===== src/rtl/assert_macros.svh =====
// ----------------------------------------------------------------------------
// Assertion macros
// Shared concurrent assertion wrappers for the rasterizer RTL.
// ----------------------------------------------------------------------------
`ifndef ASSERT_MACROS_SVH
`define ASSERT_MACROS_SVH

// Clocked assertion, disabled while reset is asserted.
`define ALR_ASSERT(lbl, prop, msg) \
  lbl: assert property (@(posedge clk) disable iff (!rst_n) prop) \
    else $error(msg);

// Clocked assertion, checked during reset too.
`define ALR_ASSERT_ALWAYS(lbl, prop, msg) \
  lbl: assert property (@(posedge clk) prop) \
    else $error(msg);

`endif


===== src/rtl/alr_pkg.sv =====
// ----------------------------------------------------------------------------
// alr_pkg
// Types and constants shared by the antialiased line rasterizer modules.
// ----------------------------------------------------------------------------
package alr_pkg;

  localparam int COORD_BITS = 12;
  localparam int FRAC_BITS  = 8;
  localparam int RGB_W      = 24;
  localparam int COV_W      = FRAC_BITS;
  localparam int PIX_W      = COORD_BITS + 1;
  localparam int MINOR_W    = COORD_BITS + FRAC_BITS + 2;
  localparam int SLOPE_W    = FRAC_BITS + 2;
  localparam int REM_W      = COORD_BITS + 1;
  localparam int QUO_W      = FRAC_BITS + 1;
  localparam int DIV_STEPS  = QUO_W;
  localparam int CNT_W      = $clog2(DIV_STEPS);
  localparam int SLOPE_ONE  = 1 << FRAC_BITS;
  localparam int FRAC_HALF  = 1 << (FRAC_BITS - 1);

  typedef enum logic {
    REQ_LOAD = 1'b0,
    REQ_STEP = 1'b1
  } alr_req_t;

  typedef enum logic [2:0] {
    S_IDLE,
    S_SETUP,
    S_DIV,
    S_FIN,
    S_PIX0,
    S_PIX1
  } alr_state_t;

  typedef struct packed {
    logic load;
    logic setup;
    logic div_step;
    logic div_first;
    logic div_fin;
    logic emit0;
    logic emit1;
  } alr_cmd_t;

  typedef struct packed {
    logic line_active;
    logic out_free;
  } alr_sts_t;

endpackage


===== src/rtl/alr_ctrl.sv =====
// ----------------------------------------------------------------------------
// alr_ctrl
// Sequencer: input handshake, line setup, slope divide steps, pixel emission.
// ----------------------------------------------------------------------------
`include "assert_macros.svh"

module alr_ctrl (
  input  logic              clk,
  input  logic              rst_n,
  input  logic              in_valid,
  output logic              in_ready,
  input  logic              in_req_type,
  input  alr_pkg::alr_sts_t sts,
  output alr_pkg::alr_cmd_t cmd
);
  import alr_pkg::*;

  localparam logic [CNT_W-1:0] CNT_LAST = CNT_W'(DIV_STEPS - 1);

  alr_state_t       state_r, state_nxt;
  logic [CNT_W-1:0] cnt_r, cnt_nxt;
  logic             in_fire;
  alr_req_t         req;

  assign req     = alr_req_t'(in_req_type);
  assign in_fire = in_valid && in_ready;

  always_ff @(posedge clk) begin
    if (!rst_n) begin
      state_r <= S_IDLE;
      cnt_r   <= '0;
    end else begin
      state_r <= state_nxt;
      cnt_r   <= cnt_nxt;
    end
  end

  // next state
  always_comb begin
    state_nxt = state_r;
    cnt_nxt   = cnt_r;
    case (state_r)
      S_IDLE: begin
        if (in_valid) begin
          if (req == REQ_LOAD) begin
            state_nxt = S_SETUP;
          end else if (sts.line_active) begin
            state_nxt = S_PIX0;
          end
        end
      end
      S_SETUP: begin
        state_nxt = S_DIV;
        cnt_nxt   = '0;
      end
      S_DIV: begin
        cnt_nxt = cnt_r + 1'b1;
        if (cnt_r == CNT_LAST) begin
          state_nxt = S_FIN;
        end
      end
      S_FIN: begin
        state_nxt = S_IDLE;
      end
      S_PIX0: begin
        if (sts.out_free) begin
          state_nxt = S_PIX1;
        end
      end
      S_PIX1: begin
        if (sts.out_free) begin
          state_nxt = S_IDLE;
        end
      end
      default: begin
        state_nxt = S_IDLE;
      end
    endcase
  end

  // outputs
  always_comb begin
    in_ready = 1'b0;
    cmd      = '0;
    case (state_r)
      S_IDLE: begin
        in_ready = 1'b1;
        cmd.load = in_valid && (req == REQ_LOAD);
      end
      S_SETUP: begin
        cmd.setup = 1'b1;
      end
      S_DIV: begin
        cmd.div_step  = 1'b1;
        cmd.div_first = (cnt_r == '0);
      end
      S_FIN: begin
        cmd.div_fin = 1'b1;
      end
      S_PIX0: begin
        cmd.emit0 = sts.out_free;
      end
      S_PIX1: begin
        cmd.emit1 = sts.out_free;
      end
      default: begin
        cmd = '0;
      end
    endcase
  end

  `ALR_ASSERT(a_div_len, (state_r == S_DIV && cnt_r == CNT_LAST) |=> (state_r == S_FIN),
              "divide did not finish after its last step")
  `ALR_ASSERT(a_idle_step, (in_fire && req == REQ_STEP && !sts.line_active) |=> (state_r == S_IDLE),
              "step without active line left idle")

endmodule


===== src/rtl/alr_dp.sv =====
// ----------------------------------------------------------------------------
// alr_dp
// Datapath: endpoint setup, restoring slope divider, column walk, output word.
// ----------------------------------------------------------------------------
`include "assert_macros.svh"

module alr_dp (
  input  logic                          clk,
  input  logic                          rst_n,
  input  alr_pkg::alr_cmd_t             cmd,
  output alr_pkg::alr_sts_t             sts,
  input  logic [alr_pkg::COORD_BITS-1:0] in_start_x,
  input  logic [alr_pkg::COORD_BITS-1:0] in_start_y,
  input  logic [alr_pkg::COORD_BITS-1:0] in_end_x,
  input  logic [alr_pkg::COORD_BITS-1:0] in_end_y,
  input  logic [alr_pkg::RGB_W-1:0]      in_line_rgb,
  output logic                          out_valid,
  input  logic                          out_ready,
  output logic [alr_pkg::PIX_W-1:0]      out_pixel_x,
  output logic [alr_pkg::PIX_W-1:0]      out_pixel_y,
  output logic [alr_pkg::COV_W-1:0]      out_coverage,
  output logic [alr_pkg::RGB_W-1:0]      out_pixel_rgb,
  output logic                          out_visible,
  output logic                          out_line_done,
  output logic                          out_last
);
  import alr_pkg::*;

  // latched endpoints
  logic [COORD_BITS-1:0] ax_r, ay_r, bx_r, by_r;
  logic [RGB_W-1:0]      held_rgb_r;

  // line state
  logic [PIX_W-1:0]      col_pos_r;
  logic [COORD_BITS-1:0] col_end_r;
  logic [MINOR_W-1:0]    minor_r;
  logic signed [SLOPE_W-1:0] slope_r;
  logic                  steep_r;
  logic                  line_active_r;

  // divider
  logic [COORD_BITS-1:0] dx_r;
  logic [REM_W-1:0]      rem_r;
  logic [QUO_W-1:0]      quo_r;
  logic                  neg_r;
  logic                  zero_r;

  // output word
  logic                  out_valid_r, out_valid_nxt;
  logic [PIX_W-1:0]      out_x_r, out_y_r;
  logic [COV_W-1:0]      out_cov_r;
  logic [RGB_W-1:0]      out_rgb_r;
  logic                  out_done_r, out_last_r;

  // setup logic
  logic [COORD_BITS-1:0] dxa, dya, sx0, sy0, sx1, sy1, mx0, my0, mx1, my1, dmin;
  logic                  steep, swap;

  always_comb begin
    dxa   = (bx_r > ax_r) ? bx_r - ax_r : ax_r - bx_r;
    dya   = (by_r > ay_r) ? by_r - ay_r : ay_r - by_r;
    steep = dya > dxa;
    sx0   = steep ? ay_r : ax_r;
    sy0   = steep ? ax_r : ay_r;
    sx1   = steep ? by_r : bx_r;
    sy1   = steep ? bx_r : by_r;
    swap  = sx0 > sx1;
    mx0   = swap ? sx1 : sx0;
    my0   = swap ? sy1 : sy0;
    mx1   = swap ? sx0 : sx1;
    my1   = swap ? sy0 : sy1;
    dmin  = steep ? dxa : dya;
  end

  // divide step
  logic [REM_W-1:0]   trial;
  logic               ge;
  logic signed [SLOPE_W-1:0] qext;

  assign trial = cmd.div_first ? rem_r : {rem_r[REM_W-2:0], 1'b0};
  assign ge    = trial >= {1'b0, dx_r};
  assign qext  = SLOPE_W'(quo_r);

  // current column
  logic [PIX_W-1:0] pix_a, pix_b, maj;
  logic [COV_W-1:0] frac;
  logic             done;
  logic [MINOR_W-1:0] slope_ext;

  assign pix_a     = minor_r[FRAC_BITS +: PIX_W];
  assign pix_b     = pix_a + 1'b1;
  assign frac      = minor_r[FRAC_BITS-1:0];
  assign maj       = col_pos_r;
  assign done      = col_pos_r >= {1'b0, col_end_r};
  assign slope_ext = {{(MINOR_W-SLOPE_W){slope_r[SLOPE_W-1]}}, slope_r};

  always_ff @(posedge clk) begin
    if (cmd.load) begin
      ax_r       <= in_start_x;
      ay_r       <= in_start_y;
      bx_r       <= in_end_x;
      by_r       <= in_end_y;
      held_rgb_r <= in_line_rgb;
    end
    if (cmd.setup) begin
      steep_r   <= steep;
      col_pos_r <= {1'b0, mx0};
      col_end_r <= mx1;
      minor_r   <= (MINOR_W'(my0) << FRAC_BITS) | MINOR_W'(FRAC_HALF);
      dx_r      <= mx1 - mx0;
      rem_r     <= {1'b0, dmin};
      quo_r     <= '0;
      neg_r     <= my1 < my0;
      zero_r    <= (mx1 == mx0);
    end
    if (cmd.div_step) begin
      rem_r <= ge ? trial - {1'b0, dx_r} : trial;
      quo_r <= {quo_r[QUO_W-2:0], ge};
    end
    if (cmd.div_fin) begin
      slope_r <= zero_r ? SLOPE_W'(SLOPE_ONE) : (neg_r ? -qext : qext);
    end
    if (cmd.emit1) begin
      minor_r   <= minor_r + slope_ext;
      col_pos_r <= col_pos_r + 1'b1;
    end
    if (cmd.emit0 || cmd.emit1) begin
      out_x_r    <= steep_r ? (cmd.emit1 ? pix_b : pix_a) : maj;
      out_y_r    <= steep_r ? maj : (cmd.emit1 ? pix_b : pix_a);
      out_cov_r  <= cmd.emit1 ? frac : ~frac;
      out_rgb_r  <= held_rgb_r;
      out_done_r <= done;
      out_last_r <= cmd.emit1;
    end
  end

  // control state
  always_comb begin
    out_valid_nxt = out_valid_r;
    if (cmd.emit0 || cmd.emit1) begin
      out_valid_nxt = 1'b1;
    end else if (out_ready) begin
      out_valid_nxt = 1'b0;
    end
  end

  always_ff @(posedge clk) begin
    if (!rst_n) begin
      out_valid_r   <= 1'b0;
      line_active_r <= 1'b0;
    end else begin
      out_valid_r <= out_valid_nxt;
      if (cmd.setup) begin
        line_active_r <= 1'b1;
      end else if (cmd.emit1 && done) begin
        line_active_r <= 1'b0;
      end
    end
  end

  assign sts.line_active = line_active_r;
  assign sts.out_free    = !out_valid_r || out_ready;

  assign out_valid     = out_valid_r;
  assign out_pixel_x   = out_x_r;
  assign out_pixel_y   = out_y_r;
  assign out_coverage  = out_cov_r;
  assign out_pixel_rgb = out_rgb_r;
  assign out_visible   = out_cov_r != '0;
  assign out_line_done = out_done_r;
  assign out_last      = out_last_r;

  `ALR_ASSERT(a_slope_rng, cmd.div_fin |=> (slope_r <= SLOPE_ONE && slope_r >= -SLOPE_ONE),
              "slope outside one pixel per column")
  `ALR_ASSERT(a_order, cmd.setup |=> (col_pos_r <= {1'b0, col_end_r}),
              "endpoints not ordered after setup")
  `ALR_ASSERT(a_second, cmd.emit1 |=> (out_valid_r && out_last_r),
              "second pixel not presented with last")

endmodule


===== src/rtl/antialiased_line_rasterizer.sv =====
// ----------------------------------------------------------------------------
// antialiased_line_rasterizer
// Wu-style antialiased line rasterizer, 14.8 fixed point, top level.
// ----------------------------------------------------------------------------
// A load word (req_type 0) latches two endpoints and a color and emits nothing;
// once accepted, it holds off input while a setup step swaps axes for steep
// lines and orders the endpoints, a restoring divider forms the slope
// dy*256/dx one quotient bit per cycle, and a final step applies the
// sign. A step word (req_type 1) emits the two pixels of the current column
// (coverage 255-frac, then frac, the second marked by last) and advances one
// column; once accepted, it sends each pixel in turn through the single
// output register, waiting while that register is full and not taken. The
// output register holds the second pixel while the next word is accepted.
// A step with no active line is taken and emits nothing. line_done marks both
// pixels of the final column; a load replaces any line in progress.
`include "assert_macros.svh"

module antialiased_line_rasterizer (
  input  logic                           clk,
  input  logic                           rst_n,
  input  logic                           in_valid,
  output logic                           in_ready,
  input  logic                           in_req_type,
  input  logic [alr_pkg::COORD_BITS-1:0] in_start_x,
  input  logic [alr_pkg::COORD_BITS-1:0] in_start_y,
  input  logic [alr_pkg::COORD_BITS-1:0] in_end_x,
  input  logic [alr_pkg::COORD_BITS-1:0] in_end_y,
  input  logic [alr_pkg::RGB_W-1:0]      in_line_rgb,
  output logic                           out_valid,
  input  logic                           out_ready,
  output logic [alr_pkg::PIX_W-1:0]      out_pixel_x,
  output logic [alr_pkg::PIX_W-1:0]      out_pixel_y,
  output logic [alr_pkg::COV_W-1:0]      out_coverage,
  output logic [alr_pkg::RGB_W-1:0]      out_pixel_rgb,
  output logic                           out_visible,
  output logic                           out_line_done,
  output logic                           out_last
);
  import alr_pkg::*;

  alr_cmd_t cmd;
  alr_sts_t sts;

  // sequencer: accepts words, walks setup, divide and pixel emission
  alr_ctrl u_ctrl (
    .clk         (clk),
    .rst_n       (rst_n),
    .in_valid    (in_valid),
    .in_ready    (in_ready),
    .in_req_type (in_req_type),
    .sts         (sts),
    .cmd         (cmd)
  );

  // datapath: endpoint registers, divider, column state, output register
  alr_dp u_dp (
    .clk           (clk),
    .rst_n         (rst_n),
    .cmd           (cmd),
    .sts           (sts),
    .in_start_x    (in_start_x),
    .in_start_y    (in_start_y),
    .in_end_x      (in_end_x),
    .in_end_y      (in_end_y),
    .in_line_rgb   (in_line_rgb),
    .out_valid     (out_valid),
    .out_ready     (out_ready),
    .out_pixel_x   (out_pixel_x),
    .out_pixel_y   (out_pixel_y),
    .out_coverage  (out_coverage),
    .out_pixel_rgb (out_pixel_rgb),
    .out_visible   (out_visible),
    .out_line_done (out_line_done),
    .out_last      (out_last)
  );

  // a load never overlaps pixel emission: the first pixel follows a step word
  `ALR_ASSERT(a_emit_src, cmd.emit0 |-> sts.line_active,
              "pixel emitted without an active line")

endmodule


===== config.mk =====
export PLATFORM = sky130hd
export DESIGN_NAME = antialiased_line_rasterizer
export DESIGN_NICKNAME = d
export VERILOG_FILES = /design/src/rtl/alr_pkg.sv /design/src/rtl/alr_ctrl.sv /design/src/rtl/alr_dp.sv /design/src/rtl/antialiased_line_rasterizer.sv
export VERILOG_INCLUDE_DIRS = /design/src /design/src/rtl
export SDC_FILE = /design/constraint.sdc
export NUM_CORES = 1
export LEC_CHECK = 0
export BUFFER_PORTS_ARGS = -buffer_cell sky130_fd_sc_hd__buf_2
export CORE_MARGIN = 5
export CORE_UTILIZATION = 45
export CTS_BUF_LIST = sky130_fd_sc_hd__clkbuf_4
export CTS_CLUSTER_SIZE = 10
export DETAILED_ROUTE_END_ITERATION = 10
export HOLD_SLACK_MARGIN = 0.05
export SYNTH_ARGS = -nofsm -noshare
export SYNTH_HDL_FRONTEND = slang
export SYNTH_SLANG_ARGS = --single-unit

===== constraint.sdc =====
create_clock -name clk -period 13.5 [get_ports clk]
set_clock_uncertainty 0.15 [all_clocks]
set_input_delay 0.675 -clock clk [delete_from_list [all_inputs] [get_ports clk]]
set_output_delay 0.675 -clock clk [all_outputs]
set_load 0.01 [all_outputs]

==> run summary <==
outcome - finished, final reports clean
vias in the first global route - 12.8k
Routed WL - 45.8 mm
CP Max Fanout - 63
antenna violations before repair - 2
post-synth cell types - 75
CTS max path bufs - 3
EDFF count, synth - 225
Final Max Slew Viols - 0
setup_tns - 0 ns
io pins - 140
Critical Path Slowest Stage Cell - nor2_2
count of final hold-check violations - 0
share of async-settable or async-resettable flops after synthesis - 0%
1st-pass router iterations - 7
die height - 196 um
later-pin clock latency in the skew report - 0.75 ns
wire length per cell - 19.7 um
RSZ-0062 raised after global routing - no
initial drt markers - 910
gr usage total - 23.6%
Gate Count Post-Synth - 1599
DRT antenna net count - 0
H-Tree Depth - 3
Root Buffer - clkbuf_4
MaxCap Viol Count - 0
Initial Util - 45.3%
Synth top area share - 43.4%
largest net degree at the start of global routing - 73
Clock transition at path regs - 0.08 ns
Top cell by count, worst path - a21o_1
drt drc - 0
period utilization - 83.2%
CTS tree - done
top cells by area, synth - edfxtp_1 (43%), ha_1 (10%), a21oi_1 (4.6%)
num rows - 68
Die Area - 0.0384 mm^2
CTS resizes - 0
GRT overflow - 0
Final min period - 11.23 ns
Worst Tran Pin Value - 1.12 ns
Worst Setup End Kind - register
Worst path max stage delay - 0.66 ns
syn nets - 1811
post-DP HPWL - 34.7 mm
sequential fraction of the synthesis area - 44.5%
startpoint types - register
Hold Path Class - in2reg
Netlist Area Pre-Place - 0.0156 mm^2
Crit Path Class - reg2reg
area leader, netlist - edfxtp_1
vias post-DR - 13.0k
main flop type after synthesis - edfxtp_1
Buffers on Ports - 139
gpl congestion - 0.961
Layout area overhead - 16.9%
Final Setup Violations - 0
fmax - 0.0890 GHz
Arr. time, crit path - 11.65 ns
nets - 2037
vias per cell - 5.58
layout cells sized above 1 - 15.1%
Syn Area/Cell - 9.74 um^2
clock sink total - 234
width of the die - 196 um
global-route wire length before repair - 70.6 mm
relative slew slack - 25.2%
Syn. warnings - 0
worst path required time - 13.92 ns
Core Box Area - 0.0344 mm^2
number of synthesized register bits - 234
CTS buffer count - 66
[per-stage QoR]
| step | instance area, um^2 | cells | util, % | worst slack (ns) | hold WS [ns] |
|---|---|---|---|---|---|
| global placement | 16700 | 2140 | 48.6 | 2.74 | 0.251 |
| CTS | 18200 | 2317 | 52.9 | 2.43 | 0.0624 |
| finish | 18200 | 2322 | 53.0 | 2.27 | 0.120 |
| floorplan | 15600 | 1599 | - | 3.97 | 0.250 |
| global route | 18200 | 2322 | 53.0 | 1.41 | 0.0857 |
| detailed placement | 16700 | 2140 | 48.6 | 2.43 | 0.255 |
[layout by cell type, fill, tap and decap left out, drive strengths merged, types with 38 or more instances in the layout]
cell,synthesis,routed
a21oi,145,145
inv,132,134
o21ai,97,97
nand2,158,158
mux2i,38,38
xnor2,60,60
buf,15,150
dlygate4sd3,0,72
a21o,45,45
edfxtp,225,225
clkbuf,49,87
nor2,133,133
ha,129,129
[metal layers]
metal | GRT usage (%) | part of all wire (%)
met5 | 0 | 0
met1 | 30.3 | 41
met3 | 4.34 | 6.7
met2 | 38.2 | 47
met4 | 12.3 | 5.2
[flip-flops by register name (all words and copies together) (netlist names), 13 cells and up]
signal and cells:
u_dp.col_pos_r 13, u_dp.rem_r 13, u_dp.out_pixel_rgb 24, u_dp.out_pixel_y 13, u_dp.held_rgb_r 24, u_dp.minor_r 21, u_dp.out_pixel_x 13
[kinds of logic after synthesis]
group,Yosys count,share of synthesized area (%)
mux,44,2.96
simple gates,456,13.5
compound gates,444,18.0
flops,234,44.5
xor+xnor,90,5.06
fa+ha+maj,135,11.1
buf+inv,196,4.82
[cell usage after synthesis (all sizes together) (37+ instances only)]
cell / n
inv: 132
mux2i: 38
ha: 129
edfxtp: 225
a21o: 45
o211ai: 37
nor2: 133
a21oi: 145
clkbuf: 49
o21ai: 97
xnor2: 60
nand2: 158
[cell type report]
cell class                      instances  area, um^2
Clock buffer                           87         653
Tap cell                              455         569
Timing Repair Buffer                  222        1500
Clock inverter                         18         130
Multi-Input combinational cell       1169        7910
Fill cell                            3148       16200
Sequential cell                       234        6940
Inverter                              132         495
Antenna cell                            5        12.5
[path summary, 6_finish.rpt]
path / startpoint / endpoint / cells past startpoint / slack [ns]
setup / recovery: u_dp.by_r[0] / u_dp.neg_r / 44 / 2.27
hold / removal: rst_n / u_ctrl.cnt_r[3] / 2 / 0.12
setup reg to reg: u_dp.by_r[0] / u_dp.neg_r / 44 / 2.27
hold reg to reg: u_dp.held_rgb_r[20] / u_dp.out_pixel_rgb[20] / 0 / 0.26
[critical path: cells and delay by family (launching register included)]
kind | cells | cell delay, ns
AO/OA/AOI/OAI | 16 | 3.60
multiplexers | 2 | 0.56
buffers and inverters | 6 | 1.75
AND/OR/NAND/NOR | 14 | 2.78
adder cells (fa/ha/maj) | 5 | 1.67
XOR/XNOR | 1 | 0.11
flip-flops | 1 | 0.44
[what timing repair did]
| item | in CTS | in global routing |
|---|---|---|
| hold buffers | 72 | 0 |
| endpoints found under the hold margin | 72 | 0 |
| buffers inserted | 0 | 0 |
Power is left out: the tool's default activity adds up to more than one toggle a clock period on the data nets, which glitch-free logic cannot reach.
